--- src/sv/lrups_pkg.sv ---
package lrups_pkg;

   localparam int MAX_FRAMES = 16;
   localparam int MAX_PAGES  = 64;

   localparam int FRAME_W    = 4;
   localparam int PAGE_W     = 6;
   localparam int SLOT_W     = 6;
   localparam int NF_W       = 5;
   localparam int NS_W       = 7;
   localparam int CSR_IDX_W  = 2;
   localparam int CSR_DATA_W = 7;

   localparam logic [CSR_IDX_W-1:0] CSR_FRAMES_IN_USE = 2'd0;
   localparam logic [CSR_IDX_W-1:0] CSR_VIRTUAL_PAGES = 2'd1;

   localparam logic [NF_W-1:0] FRAMES_IN_USE_RESET = 5'd16;
   localparam logic [NS_W-1:0] VIRTUAL_PAGES_RESET = 7'd64;

   typedef enum logic [2:0] {
      ST_IDLE,
      ST_FSCAN,
      ST_CHECK,
      ST_SWAP,
      ST_COMMIT
   } lrups_state_type;

   // Commands from the sequencer to the datapath
   typedef struct packed {
      logic load;
      logic fscan_en;
      logic sscan_en;
      logic commit;
   } lrups_cmd_type;

   // Status from the datapath to the sequencer
   typedef struct packed {
      logic fscan_last;
      logic sscan_done;
      logic hit;
   } lrups_stat_type;

endpackage

--- src/sv/lrups_ctrl.sv ---
module lrups_ctrl import lrups_pkg::*; (
   input  logic           clock,
   input  logic           reset,
   input  logic           start,
   input  lrups_stat_type stat,
   output lrups_cmd_type  cmd,
   output logic           busy
);

   lrups_state_type state_ff;
   lrups_state_type state_in;

   always_ff @(posedge clock) begin
      if (reset) begin
         state_ff <= ST_IDLE;
      end else begin
         state_ff <= state_in;
      end
   end

   always_comb begin
      state_in = state_ff;
      cmd      = '0;
      case (state_ff)
         ST_IDLE: begin
            if (start) begin
               cmd.load = 1'b1;
               state_in = ST_FSCAN;
            end
         end
         ST_FSCAN: begin
            cmd.fscan_en = 1'b1;
            if (stat.fscan_last) begin
               state_in = ST_CHECK;
            end
         end
         ST_CHECK: begin
            state_in = stat.hit ? ST_COMMIT : ST_SWAP;
         end
         ST_SWAP: begin
            cmd.sscan_en = 1'b1;
            if (stat.sscan_done) begin
               state_in = ST_COMMIT;
            end
         end
         ST_COMMIT: begin
            cmd.commit = 1'b1;
            state_in   = ST_IDLE;
         end
         default: begin
            state_in = ST_IDLE;
         end
      endcase
   end

   assign busy = (state_ff != ST_IDLE);

endmodule

--- src/sv/lrups_datapath.sv ---
module lrups_datapath import lrups_pkg::*; #(
   parameter int AGE_BITS = 16
) (
   input  logic                  clock,
   input  logic                  reset,
   input  logic                  csr_write,
   input  logic [CSR_IDX_W-1:0]  csr_index,
   input  logic [CSR_DATA_W-1:0] csr_data,
   input  logic [PAGE_W-1:0]     req_page,
   input  lrups_cmd_type         cmd,
   output lrups_stat_type        stat,
   output logic                  rsp_valid,
   output logic                  rsp_hit,
   output logic [FRAME_W-1:0]    rsp_frame,
   output logic                  rsp_evicted_valid,
   output logic [PAGE_W-1:0]     rsp_evicted_page,
   output logic                  rsp_swap_out_valid,
   output logic [SLOT_W-1:0]     rsp_swap_out_slot,
   output logic                  rsp_swap_in_valid,
   output logic [SLOT_W-1:0]     rsp_swap_in_slot
);

   // configuration
   logic [NF_W-1:0]     frames_in_use_ff, frames_in_use_in;
   logic [NS_W-1:0]     virtual_pages_ff, virtual_pages_in;
   logic [NF_W-1:0]     nf_clamp;
   logic [NS_W-1:0]     ns_clamp;

   // per-item context
   logic [NF_W-1:0]     nf_ff, nf_in;
   logic [NS_W-1:0]     ns_ff, ns_in;
   logic [PAGE_W-1:0]   ref_ff, ref_in;

   // frame scan
   logic [FRAME_W-1:0]  fidx_ff, fidx_in;
   logic                hit_found_ff, hit_found_in;
   logic [FRAME_W-1:0]  hit_idx_ff, hit_idx_in;
   logic                empty_found_ff, empty_found_in;
   logic [FRAME_W-1:0]  empty_idx_ff, empty_idx_in;
   logic                old_found_ff, old_found_in;
   logic [FRAME_W-1:0]  old_idx_ff, old_idx_in;
   logic [AGE_BITS-1:0] old_age_ff, old_age_in;

   // swap scan
   logic [SLOT_W-1:0]   sidx_ff, sidx_in;
   logic                issue_done_ff, issue_done_in;
   logic                rd_vld_ff, rd_vld_in;
   logic [SLOT_W-1:0]   rd_idx_ff, rd_idx_in;
   logic [PAGE_W-1:0]   rd_page_ff;
   logic                rd_used_ff;
   logic                free_found_ff, free_found_in;
   logic [SLOT_W-1:0]   free_idx_ff, free_idx_in;
   logic                match_found_ff, match_found_in;
   logic [SLOT_W-1:0]   match_idx_ff, match_idx_in;

   // frame table and swap area
   logic [PAGE_W-1:0]   frame_page_ff  [MAX_FRAMES];
   logic [PAGE_W-1:0]   frame_page_in  [MAX_FRAMES];
   logic                frame_valid_ff [MAX_FRAMES];
   logic                frame_valid_in [MAX_FRAMES];
   logic [AGE_BITS-1:0] frame_age_ff   [MAX_FRAMES];
   logic [AGE_BITS-1:0] frame_age_in   [MAX_FRAMES];
   logic                swap_used_ff   [MAX_PAGES];
   logic                swap_used_in   [MAX_PAGES];
   logic [PAGE_W-1:0]   swap_mem       [MAX_PAGES];

   // result
   logic                rsp_valid_ff, rsp_valid_in;
   logic                rsp_hit_ff, rsp_hit_in;
   logic [FRAME_W-1:0]  rsp_frame_ff, rsp_frame_in;
   logic                rsp_ev_valid_ff, rsp_ev_valid_in;
   logic [PAGE_W-1:0]   rsp_ev_page_ff, rsp_ev_page_in;
   logic                rsp_so_valid_ff, rsp_so_valid_in;
   logic [SLOT_W-1:0]   rsp_so_slot_ff, rsp_so_slot_in;
   logic                rsp_si_valid_ff, rsp_si_valid_in;
   logic [SLOT_W-1:0]   rsp_si_slot_ff, rsp_si_slot_in;

   logic                cur_valid;
   logic [PAGE_W-1:0]   cur_page;
   logic [AGE_BITS-1:0] cur_age;
   logic                fscan_last;
   logic                sscan_last;
   logic [FRAME_W-1:0]  victim_idx;
   logic                victim_occ;
   logic [PAGE_W-1:0]   ev_page;
   logic                miss_commit;
   logic                swap_write;

   always_comb begin
      frames_in_use_in = frames_in_use_ff;
      virtual_pages_in = virtual_pages_ff;
      if (csr_write && (csr_index == CSR_FRAMES_IN_USE)) begin
         frames_in_use_in = csr_data[NF_W-1:0];
      end
      if (csr_write && (csr_index == CSR_VIRTUAL_PAGES)) begin
         virtual_pages_in = csr_data[NS_W-1:0];
      end

      if (frames_in_use_ff == '0) begin
         nf_clamp = NF_W'(1);
      end else if (frames_in_use_ff > NF_W'(MAX_FRAMES)) begin
         nf_clamp = NF_W'(MAX_FRAMES);
      end else begin
         nf_clamp = frames_in_use_ff;
      end
      if (virtual_pages_ff == '0) begin
         ns_clamp = NS_W'(1);
      end else if (virtual_pages_ff > NS_W'(MAX_PAGES)) begin
         ns_clamp = NS_W'(MAX_PAGES);
      end else begin
         ns_clamp = virtual_pages_ff;
      end
   end

   assign cur_valid  = frame_valid_ff[fidx_ff];
   assign cur_page   = frame_page_ff[fidx_ff];
   assign cur_age    = frame_age_ff[fidx_ff];
   assign fscan_last = (({1'b0, fidx_ff} + NF_W'(1)) == nf_ff);
   assign sscan_last = (({1'b0, sidx_ff} + NS_W'(1)) == ns_ff);

   // first empty frame wins, else the oldest one
   assign victim_idx  = empty_found_ff ? empty_idx_ff : old_idx_ff;
   assign victim_occ  = !empty_found_ff;
   assign ev_page     = frame_page_ff[victim_idx];
   assign miss_commit = cmd.commit && !hit_found_ff;
   assign swap_write  = miss_commit && victim_occ && free_found_ff;

   // scan bookkeeping
   always_comb begin
      nf_in          = nf_ff;
      ns_in          = ns_ff;
      ref_in         = ref_ff;
      fidx_in        = fidx_ff;
      hit_found_in   = hit_found_ff;
      hit_idx_in     = hit_idx_ff;
      empty_found_in = empty_found_ff;
      empty_idx_in   = empty_idx_ff;
      old_found_in   = old_found_ff;
      old_idx_in     = old_idx_ff;
      old_age_in     = old_age_ff;
      sidx_in        = sidx_ff;
      issue_done_in  = issue_done_ff;
      rd_vld_in      = 1'b0;
      rd_idx_in      = rd_idx_ff;
      free_found_in  = free_found_ff;
      free_idx_in    = free_idx_ff;
      match_found_in = match_found_ff;
      match_idx_in   = match_idx_ff;

      if (cmd.load) begin
         nf_in          = nf_clamp;
         ns_in          = ns_clamp;
         ref_in         = req_page;
         fidx_in        = '0;
         hit_found_in   = 1'b0;
         empty_found_in = 1'b0;
         old_found_in   = 1'b0;
         sidx_in        = '0;
         issue_done_in  = 1'b0;
         free_found_in  = 1'b0;
         match_found_in = 1'b0;
      end

      if (cmd.fscan_en) begin
         if (cur_valid && (cur_page == ref_ff) && !hit_found_ff) begin
            hit_found_in = 1'b1;
            hit_idx_in   = fidx_ff;
         end
         if (!cur_valid && !empty_found_ff) begin
            empty_found_in = 1'b1;
            empty_idx_in   = fidx_ff;
         end
         // strict compare keeps the lowest frame on equal ages
         if (cur_valid && (!old_found_ff || (cur_age > old_age_ff))) begin
            old_found_in = 1'b1;
            old_idx_in   = fidx_ff;
            old_age_in   = cur_age;
         end
         fidx_in = fidx_ff + FRAME_W'(1);
      end

      // one slot issued per cycle; its used bit and page come back next cycle
      if (cmd.sscan_en && !issue_done_ff) begin
         rd_vld_in = 1'b1;
         rd_idx_in = sidx_ff;
         if (sscan_last) begin
            issue_done_in = 1'b1;
         end else begin
            sidx_in = sidx_ff + SLOT_W'(1);
         end
      end

      if (rd_vld_ff && !rd_used_ff && !free_found_ff) begin
         free_found_in = 1'b1;
         free_idx_in   = rd_idx_ff;
      end

      // the evicted page never equals the reference, so matching on the
      // contents before the swap-out write gives the same slot
      if (rd_vld_ff && rd_used_ff && (rd_page_ff == ref_ff) && !match_found_ff) begin
         match_found_in = 1'b1;
         match_idx_in   = rd_idx_ff;
      end
   end

   // table update at commit
   always_comb begin
      for (int i = 0; i < MAX_FRAMES; i++) begin
         frame_page_in[i]  = frame_page_ff[i];
         frame_valid_in[i] = frame_valid_ff[i];
         frame_age_in[i]   = frame_age_ff[i];
         if (cmd.commit && (NF_W'(i) < nf_ff) && frame_valid_ff[i] &&
             (frame_age_ff[i] != '1)) begin
            frame_age_in[i] = frame_age_ff[i] + AGE_BITS'(1);
         end
      end
      if (cmd.commit && hit_found_ff) begin
         frame_age_in[hit_idx_ff] = '0;
      end
      if (miss_commit) begin
         frame_page_in[victim_idx]  = ref_ff;
         frame_valid_in[victim_idx] = 1'b1;
         frame_age_in[victim_idx]   = '0;
      end

      for (int j = 0; j < MAX_PAGES; j++) begin
         swap_used_in[j] = swap_used_ff[j];
      end
      if (swap_write) begin
         swap_used_in[free_idx_ff] = 1'b1;
      end
      if (miss_commit && match_found_ff) begin
         swap_used_in[match_idx_ff] = 1'b0;
      end
   end

   always_comb begin
      rsp_valid_in    = cmd.commit;
      rsp_hit_in      = rsp_hit_ff;
      rsp_frame_in    = rsp_frame_ff;
      rsp_ev_valid_in = rsp_ev_valid_ff;
      rsp_ev_page_in  = rsp_ev_page_ff;
      rsp_so_valid_in = rsp_so_valid_ff;
      rsp_so_slot_in  = rsp_so_slot_ff;
      rsp_si_valid_in = rsp_si_valid_ff;
      rsp_si_slot_in  = rsp_si_slot_ff;
      if (cmd.commit) begin
         rsp_hit_in      = hit_found_ff;
         rsp_frame_in    = hit_found_ff ? hit_idx_ff : victim_idx;
         rsp_ev_valid_in = miss_commit && victim_occ;
         rsp_ev_page_in  = (miss_commit && victim_occ) ? ev_page : '0;
         rsp_so_valid_in = swap_write;
         rsp_so_slot_in  = swap_write ? free_idx_ff : '0;
         rsp_si_valid_in = miss_commit && match_found_ff;
         rsp_si_slot_in  = (miss_commit && match_found_ff) ? match_idx_ff : '0;
      end
   end

   always_ff @(posedge clock) begin
      if (reset) begin
         frames_in_use_ff <= FRAMES_IN_USE_RESET;
         virtual_pages_ff <= VIRTUAL_PAGES_RESET;
         hit_found_ff     <= 1'b0;
         empty_found_ff   <= 1'b0;
         old_found_ff     <= 1'b0;
         issue_done_ff    <= 1'b0;
         rd_vld_ff        <= 1'b0;
         free_found_ff    <= 1'b0;
         match_found_ff   <= 1'b0;
         rsp_valid_ff     <= 1'b0;
         for (int i = 0; i < MAX_FRAMES; i++) begin
            frame_valid_ff[i] <= 1'b0;
            frame_age_ff[i]   <= '0;
         end
         for (int j = 0; j < MAX_PAGES; j++) begin
            swap_used_ff[j] <= 1'b0;
         end
      end else begin
         frames_in_use_ff <= frames_in_use_in;
         virtual_pages_ff <= virtual_pages_in;
         hit_found_ff     <= hit_found_in;
         empty_found_ff   <= empty_found_in;
         old_found_ff     <= old_found_in;
         issue_done_ff    <= issue_done_in;
         rd_vld_ff        <= rd_vld_in;
         free_found_ff    <= free_found_in;
         match_found_ff   <= match_found_in;
         rsp_valid_ff     <= rsp_valid_in;
         for (int i = 0; i < MAX_FRAMES; i++) begin
            frame_valid_ff[i] <= frame_valid_in[i];
            frame_age_ff[i]   <= frame_age_in[i];
         end
         for (int j = 0; j < MAX_PAGES; j++) begin
            swap_used_ff[j] <= swap_used_in[j];
         end
      end
   end

   always_ff @(posedge clock) begin
      nf_ff           <= nf_in;
      ns_ff           <= ns_in;
      ref_ff          <= ref_in;
      fidx_ff         <= fidx_in;
      hit_idx_ff      <= hit_idx_in;
      empty_idx_ff    <= empty_idx_in;
      old_idx_ff      <= old_idx_in;
      old_age_ff      <= old_age_in;
      sidx_ff         <= sidx_in;
      rd_idx_ff       <= rd_idx_in;
      free_idx_ff     <= free_idx_in;
      match_idx_ff    <= match_idx_in;
      rsp_hit_ff      <= rsp_hit_in;
      rsp_frame_ff    <= rsp_frame_in;
      rsp_ev_valid_ff <= rsp_ev_valid_in;
      rsp_ev_page_ff  <= rsp_ev_page_in;
      rsp_so_valid_ff <= rsp_so_valid_in;
      rsp_so_slot_ff  <= rsp_so_slot_in;
      rsp_si_valid_ff <= rsp_si_valid_in;
      rsp_si_slot_ff  <= rsp_si_slot_in;
      for (int i = 0; i < MAX_FRAMES; i++) begin
         frame_page_ff[i] <= frame_page_in[i];
      end
   end

   // swap page memory: one write port, one registered read port
   always_ff @(posedge clock) begin
      if (swap_write) begin
         swap_mem[free_idx_ff] <= ev_page;
      end
      if (cmd.sscan_en && !issue_done_ff) begin
         rd_page_ff <= swap_mem[sidx_ff];
         rd_used_ff <= swap_used_ff[sidx_ff];
      end
   end

   assign stat.fscan_last = fscan_last;
   assign stat.sscan_done = issue_done_ff && !rd_vld_ff;
   assign stat.hit        = hit_found_ff;

   assign rsp_valid          = rsp_valid_ff;
   assign rsp_hit            = rsp_hit_ff;
   assign rsp_frame          = rsp_frame_ff;
   assign rsp_evicted_valid  = rsp_ev_valid_ff;
   assign rsp_evicted_page   = rsp_ev_page_ff;
   assign rsp_swap_out_valid = rsp_so_valid_ff;
   assign rsp_swap_out_slot  = rsp_so_slot_ff;
   assign rsp_swap_in_valid  = rsp_si_valid_ff;
   assign rsp_swap_in_slot   = rsp_si_slot_ff;

   a_slots_distinct: assert property (@(posedge clock) disable iff (reset)
      (miss_commit && free_found_ff && match_found_ff) |->
         (free_idx_ff != match_idx_ff))
      else $error("swap-out and swap-in picked the same slot");

   a_evict_not_ref: assert property (@(posedge clock) disable iff (reset)
      (miss_commit && victim_occ) |-> (ev_page != ref_ff))
      else $error("evicted page equals the referenced page");

   a_victim_exists: assert property (@(posedge clock) disable iff (reset)
      miss_commit |-> (empty_found_ff || old_found_ff))
      else $error("miss committed without a victim");

   a_fscan_bound: assert property (@(posedge clock) disable iff (reset)
      cmd.fscan_en |-> ({1'b0, fidx_ff} < nf_ff))
      else $error("frame scan ran past the active frames");

   a_single_strobe: assert property (@(posedge clock) disable iff (reset)
      rsp_valid_ff |=> !rsp_valid_ff)
      else $error("result strobe held for more than one cycle");

endmodule

--- src/sv/lru_page_replacement_swap_unit.sv ---
// LRU page replacement unit with a swap area.
//
// Request: drive req_page and raise start; the item is taken at a rising
// edge where start is high and busy is low. busy stays high until the
// result is produced. Result: rsp_valid pulses for exactly one cycle with
// all rsp_ fields; the receiver cannot hold it off, so capture it then.
// Configuration: csr_write with csr_index 0 (frames_in_use) or 1
// (virtual_pages) and csr_data; write only while busy is low.
//
// Flow, with nf active frames and ns active swap slots: the frame table
// is scanned one frame per cycle, then checked. A hit then commits. A
// miss first adds one pass over the swap slots through the single read
// port of the swap memory, then commits. rsp_valid is registered from
// the commit. busy falls in the strobe cycle, so the next item may be
// accepted while the result is shown.
// Reset: all frames empty, all ages zero, all swap slots free,
// frames_in_use = 16, virtual_pages = 64. No clearing pass is needed.
module lru_page_replacement_swap_unit import lrups_pkg::*; #(
   parameter int AGE_BITS = 16
) (
   input  logic                  clock,
   input  logic                  reset,
   input  logic                  start,
   output logic                  busy,
   input  logic [PAGE_W-1:0]     req_page,
   input  logic                  csr_write,
   input  logic [CSR_IDX_W-1:0]  csr_index,
   input  logic [CSR_DATA_W-1:0] csr_data,
   output logic                  rsp_valid,
   output logic                  rsp_hit,
   output logic [FRAME_W-1:0]    rsp_frame,
   output logic                  rsp_evicted_valid,
   output logic [PAGE_W-1:0]     rsp_evicted_page,
   output logic                  rsp_swap_out_valid,
   output logic [SLOT_W-1:0]     rsp_swap_out_slot,
   output logic                  rsp_swap_in_valid,
   output logic [SLOT_W-1:0]     rsp_swap_in_slot
);

   lrups_cmd_type  cmd;
   lrups_stat_type stat;

   // sequence the scans: frames, then swap slots on a miss, then commit
   lrups_ctrl u_ctrl (
      .clock (clock),
      .reset (reset),
      .start (start),
      .stat  (stat),
      .cmd   (cmd),
      .busy  (busy)
   );

   // hold the frame table, swap area, config and the result registers
   lrups_datapath #(
      .AGE_BITS (AGE_BITS)
   ) u_datapath (
      .clock              (clock),
      .reset              (reset),
      .csr_write          (csr_write),
      .csr_index          (csr_index),
      .csr_data           (csr_data),
      .req_page           (req_page),
      .cmd                (cmd),
      .stat               (stat),
      .rsp_valid          (rsp_valid),
      .rsp_hit            (rsp_hit),
      .rsp_frame          (rsp_frame),
      .rsp_evicted_valid  (rsp_evicted_valid),
      .rsp_evicted_page   (rsp_evicted_page),
      .rsp_swap_out_valid (rsp_swap_out_valid),
      .rsp_swap_out_slot  (rsp_swap_out_slot),
      .rsp_swap_in_valid  (rsp_swap_in_valid),
      .rsp_swap_in_slot   (rsp_swap_in_slot)
   );

endmodule

--- config.mk ---
export PLATFORM = sky130hd
export DESIGN_NAME = lru_page_replacement_swap_unit
export DESIGN_NICKNAME = d
export VERILOG_FILES = /design/src/sv/lrups_pkg.sv /design/src/sv/lrups_ctrl.sv /design/src/sv/lrups_datapath.sv /design/src/sv/lru_page_replacement_swap_unit.sv
export SDC_FILE = /design/constraint.sdc
export NUM_CORES = 1
export LEC_CHECK = 0
export BUFFER_PORTS_ARGS = -buffer_cell sky130_fd_sc_hd__buf_2
export CAP_MARGIN = 20
export CORE_MARGIN = 5
export CORE_UTILIZATION = 50
export CTS_CLUSTER_DIAMETER = 30
export CTS_CLUSTER_SIZE = 12
export DETAILED_ROUTE_END_ITERATION = 16
export HOLD_SLACK_MARGIN = 0.15
export PLACE_DENSITY = 0.74
export SLEW_MARGIN = 40
export SYNTH_ARGS = -nofsm -noshare
export SYNTH_HDL_FRONTEND = slang
export SYNTH_SLANG_ARGS = --single-unit
--- constraint.sdc ---
create_clock -name clock -period 4.8 [get_ports clock]
set_clock_uncertainty 0.15 [all_clocks]
set_input_delay 1.2 -clock clock [delete_from_list [all_inputs] [get_ports clock]]
set_output_delay 1.2 -clock clock [all_outputs]
set_load 0.05 [all_outputs]
==> metrics.md <==
| Metric | Value |
|---|---|
| Outcome | `finished, final reports clean` |
| Crit path kind | `reg2reg` |
| Syn Nets | `3,211` |
| CTS tree | `yes` |
| I/O Pins | `47` |
| Vias | `between 20,000 and 30,000` |
| Placement row count | `106` |
| HPWL after DPL | `between 70 and 80 mm` |
| Core area | `around 0.083 mm^2` |
| Hold_ws | `slightly below 0.3 ns` |
| Synth Flop Type | `edfxtp_1` |
| Initial Util | `between 50% and 60%` |
| CP endpoint kind | `register` |
| Clock power share | `a little over half` |
| Post-synth EDFFs | `about 580` |
| Vias in the first global route | `about 27,000` |
| Vias per cell | `~6.2` |
| Max Cap Violations | `0` |
| Most frequent cells in the layout | `edfxtp_1 (581), nor2_1 (477), dfxtp_1 (363)` |
| First-pass GRT wire length | `approximately 170 mm` |
| TNS Setup | `0 ns` |
| Worst-Skew Late Latency | `0.77 ns` |
| Async S/R FF share, synth | `0%` |
| CP max FO | `33` |
| Internal power | `18.3 mW` |
| Nets | `3,349` |
| Die height | `roughly 300 um` |
| Worst VDD drop | `0.423 mV` |
| WP data arrival | `approximately 4.2 ns` |
| Max Clock Freq | `250 MHz` |
| Total track usage | `between 20 and 25%` |
| Worst-Margin Slew | `0.917 ns` |
| WP data required | `5.02 ns` |
| Hold-fix buffers at CTS | `0` |
| Setup-failing EPs final | `0` |
| TritonCTS Buffers | `180` |
| Switching part of the total power | `around a quarter` |
| Clock Tree Buf Depth | `3` |
| Unrepaired setup endpoints after global routing | `no` |
| Die Area | `approximately 0.090 mm^2` |
| Combinational cell fraction of total power | `between 7 and 8%` |
| DR iter-0 viols | `around 3,400` |
| Flop and latch count out of synthesis | `950` |
| Final hold violation count | `0` |
| Mapped cell area | `0.0420 mm^2` |
| Sequential area share after synthesis | `between 50% and 60%` |
| PwrDens | `around 480 mW/mm^2` |
| CP startpoint kind | `register` |
| Layout cell share with drive strength beyond 1 | `a little over a fifth` |
| Drt wl/cell | `~24 um` |
| CTS sink count | `950` |
| Largest net degree at the start of global routing | `85` |
| Cell count after synthesis | `about 3,200` |
| Leak | `between 15 and 20 nW` |
| Clk slew on worst S/H paths | `~0.060 ns` |
| Netlist cell types | `87` |
| Die width | `around 300 um` |
| Syn Area/Cell | `between 10 and 15 um^2` |
| Number of I/O port buffers | `between 40 and 50` |
| Tcrit/Tclk final | `83.2%` |
| Final Critical Period | `4.00 ns` |
| Root Driver | `clkbuf_16` |
| Fillers | `slightly above 6,000` |
| Aggregate global routing overflow | `0` |
| DRC viols | `0` |
| Max Slew Vio Count | `0` |
| Drt first pass iters | `6` |
| Initial antenna violation count | `4` |
| Synth-to-layout area growth | `19.4%` |
| ANT nets after route | `0` |
| Min-delay worst type | `reg2reg` |
| Setup Buffers After CTS | `0` |
| Sequential share of power | `a little under two fifths` |
| H-tree levels | `4` |
| Commonest non-fill, non-tap cell in the layout | `edfxtp_1` |
| CTS resizes | `0` |
| WL final | `approximately 110 mm` |
| Final Wtd Congestion | `0.925` |
| Yosys warns | `0` |
| Slew HR | `between 30% and 40%` |
| Switching Power | `between 5 and 6 mW` |
==> Yosys cell counts (all sizes together) (4+ instances only) <==
cell type	instances	area share, %
edfxtp	581	42
nor2	478	4.3
dfxtp	369	18
mux4	249	13
nand2	228	2.0
xor2	162	3.4
nand3	137	1.7
clkbuf	93	0.83
xnor2	76	1.6
nand4	68	1.0
and3	65	0.97
a211oi	55	1.0
buf	53	0.69
a21oi	51	0.63
mux2i	48	1.1
inv	45	0.40
nor3	44	0.60
and4	39	0.81
ha	36	1.1
o21ai	34	0.41
or3	28	0.42
and2	26	0.39
a311oi	20	0.43
nor2b	18	0.27
a211o	13	0.27
a21o	12	0.21
mux2	12	0.32
a31oi	11	0.27
nand3b	10	0.18
a41oi	9	0.32
nor3b	9	0.16
o211ai	7	0.15
o21a	7	0.13
nand2b	6	0.089
or2	6	0.089
o22ai	5	0.075
or3b	5	0.11
a311o	4	0.095
nor4	4	0.075
o2111ai	4	0.098
==> layer usage <==
metal	wire length, um	vias up	track usage (%)
li1	-	12200	-
met1	43800	14100	32.7
met2	52200	1523	38.7
met3	10100	294	5.68
met4	4340	4	9.68
met5	20	-	0
==> kinds of logic (layout without fill, tap and decap cells) <==
kind of cell / Yosys count / count (layout) / synth area share [%]
AOI/OAI and AO/OA: 253 / 253 / 4.62
and+or+nand+nor: 1177 / 1177 / 13.3
adders and majority gates: 36 / 36 / 1.07
other: 0 / 2 / 0
muxes: 309 / 309 / 14.9
buffers and inverters: 192 / 489 / 1.94
DFF: 950 / 950 / 59.2
xor gates and xnor gates: 239 / 239 / 5.02
==> through the flow <==
stage                     setup WS, ns  std cells  utilization, %  power, mW  area, um^2
after global routing             0.607       4533            60.1       24.8       50100
after CTS                        0.824       4532            60.0       24.2       50100
final                            0.805       4535            60.1       24.1       50100
after global placement           0.598       4191            52.2       11.1       43600
after floorplan                  0.320       3156               -       10.5       42000
after detailed placement         0.858       4191            52.3       11.1       43600
==> final timing paths <==
kind	startpoint	endpoint	slack (ns)	depth (start not counted)
max	register	u_datapath.old_age_ff[4]$_DFFE_PP_	0.80	11
min	u_datapath.rd_idx_ff[2]$_DFFE_PP_	u_datapath.match_idx_ff[2]$_DFFE_PP_	0.29	0
max reg2reg	register	u_datapath.old_age_ff[4]$_DFFE_PP_	0.80	11
min reg2reg	u_datapath.rd_idx_ff[2]$_DFFE_PP_	u_datapath.match_idx_ff[2]$_DFFE_PP_	0.29	0
==> registers in the layout (all words and copies together) (netlist names), 7 cells and up, named ones only <==
name,count
u_datapath.old_age_ff,16
u_datapath.swap_mem,384
u_datapath.ns_ff,7
u_datapath.swap_used_ff,64
u_datapath.frame_age_ff,256
u_datapath.frame_page_ff,96
u_datapath.frame_valid_ff,16
u_datapath.virtual_pages_ff,7
==> worst max-delay path: stages (launching register included) <==
cell and delay, ns:
dfxtp_4 0.38, buf_12 0.25, mux4_2 0.60, mux4_2 0.51, ha_1 0.31, nor2b_1 0.13
o21a_1 0.12, o21a_1 0.11, o21ai_0 0.07, a21oi_1 0.17, o22ai_1 0.14, a21oi_4 0.63
==> power by group through the flow <==
stage                     Combinational, mW  Sequential [mW]  Clock (mW)
after floorplan                        1.41             9.14           0
after global placement                 1.85             9.24           0
after detailed placement               1.88             9.24           0
after CTS                              1.91             9.09        13.2
after global routing                   2.02             9.09        13.7
final                                  1.90             9.09        13.1
==> area by class of cell <==
cell class                      count  area (um^2)  area share, %
Clock buffer                      205         4780           9.55
Clock inverter                    136         1690           3.37
Tap cell                         1080         1350           2.70
Antenna cell                        2         5.00        0.00999
Sequential cell                   950        24900           49.6
Timing Repair Buffer              102          773           1.54
Multi-Input combinational cell   2014        16500           32.9
Inverter                           46          174          0.347
Power figures use the tool's default switching activity.
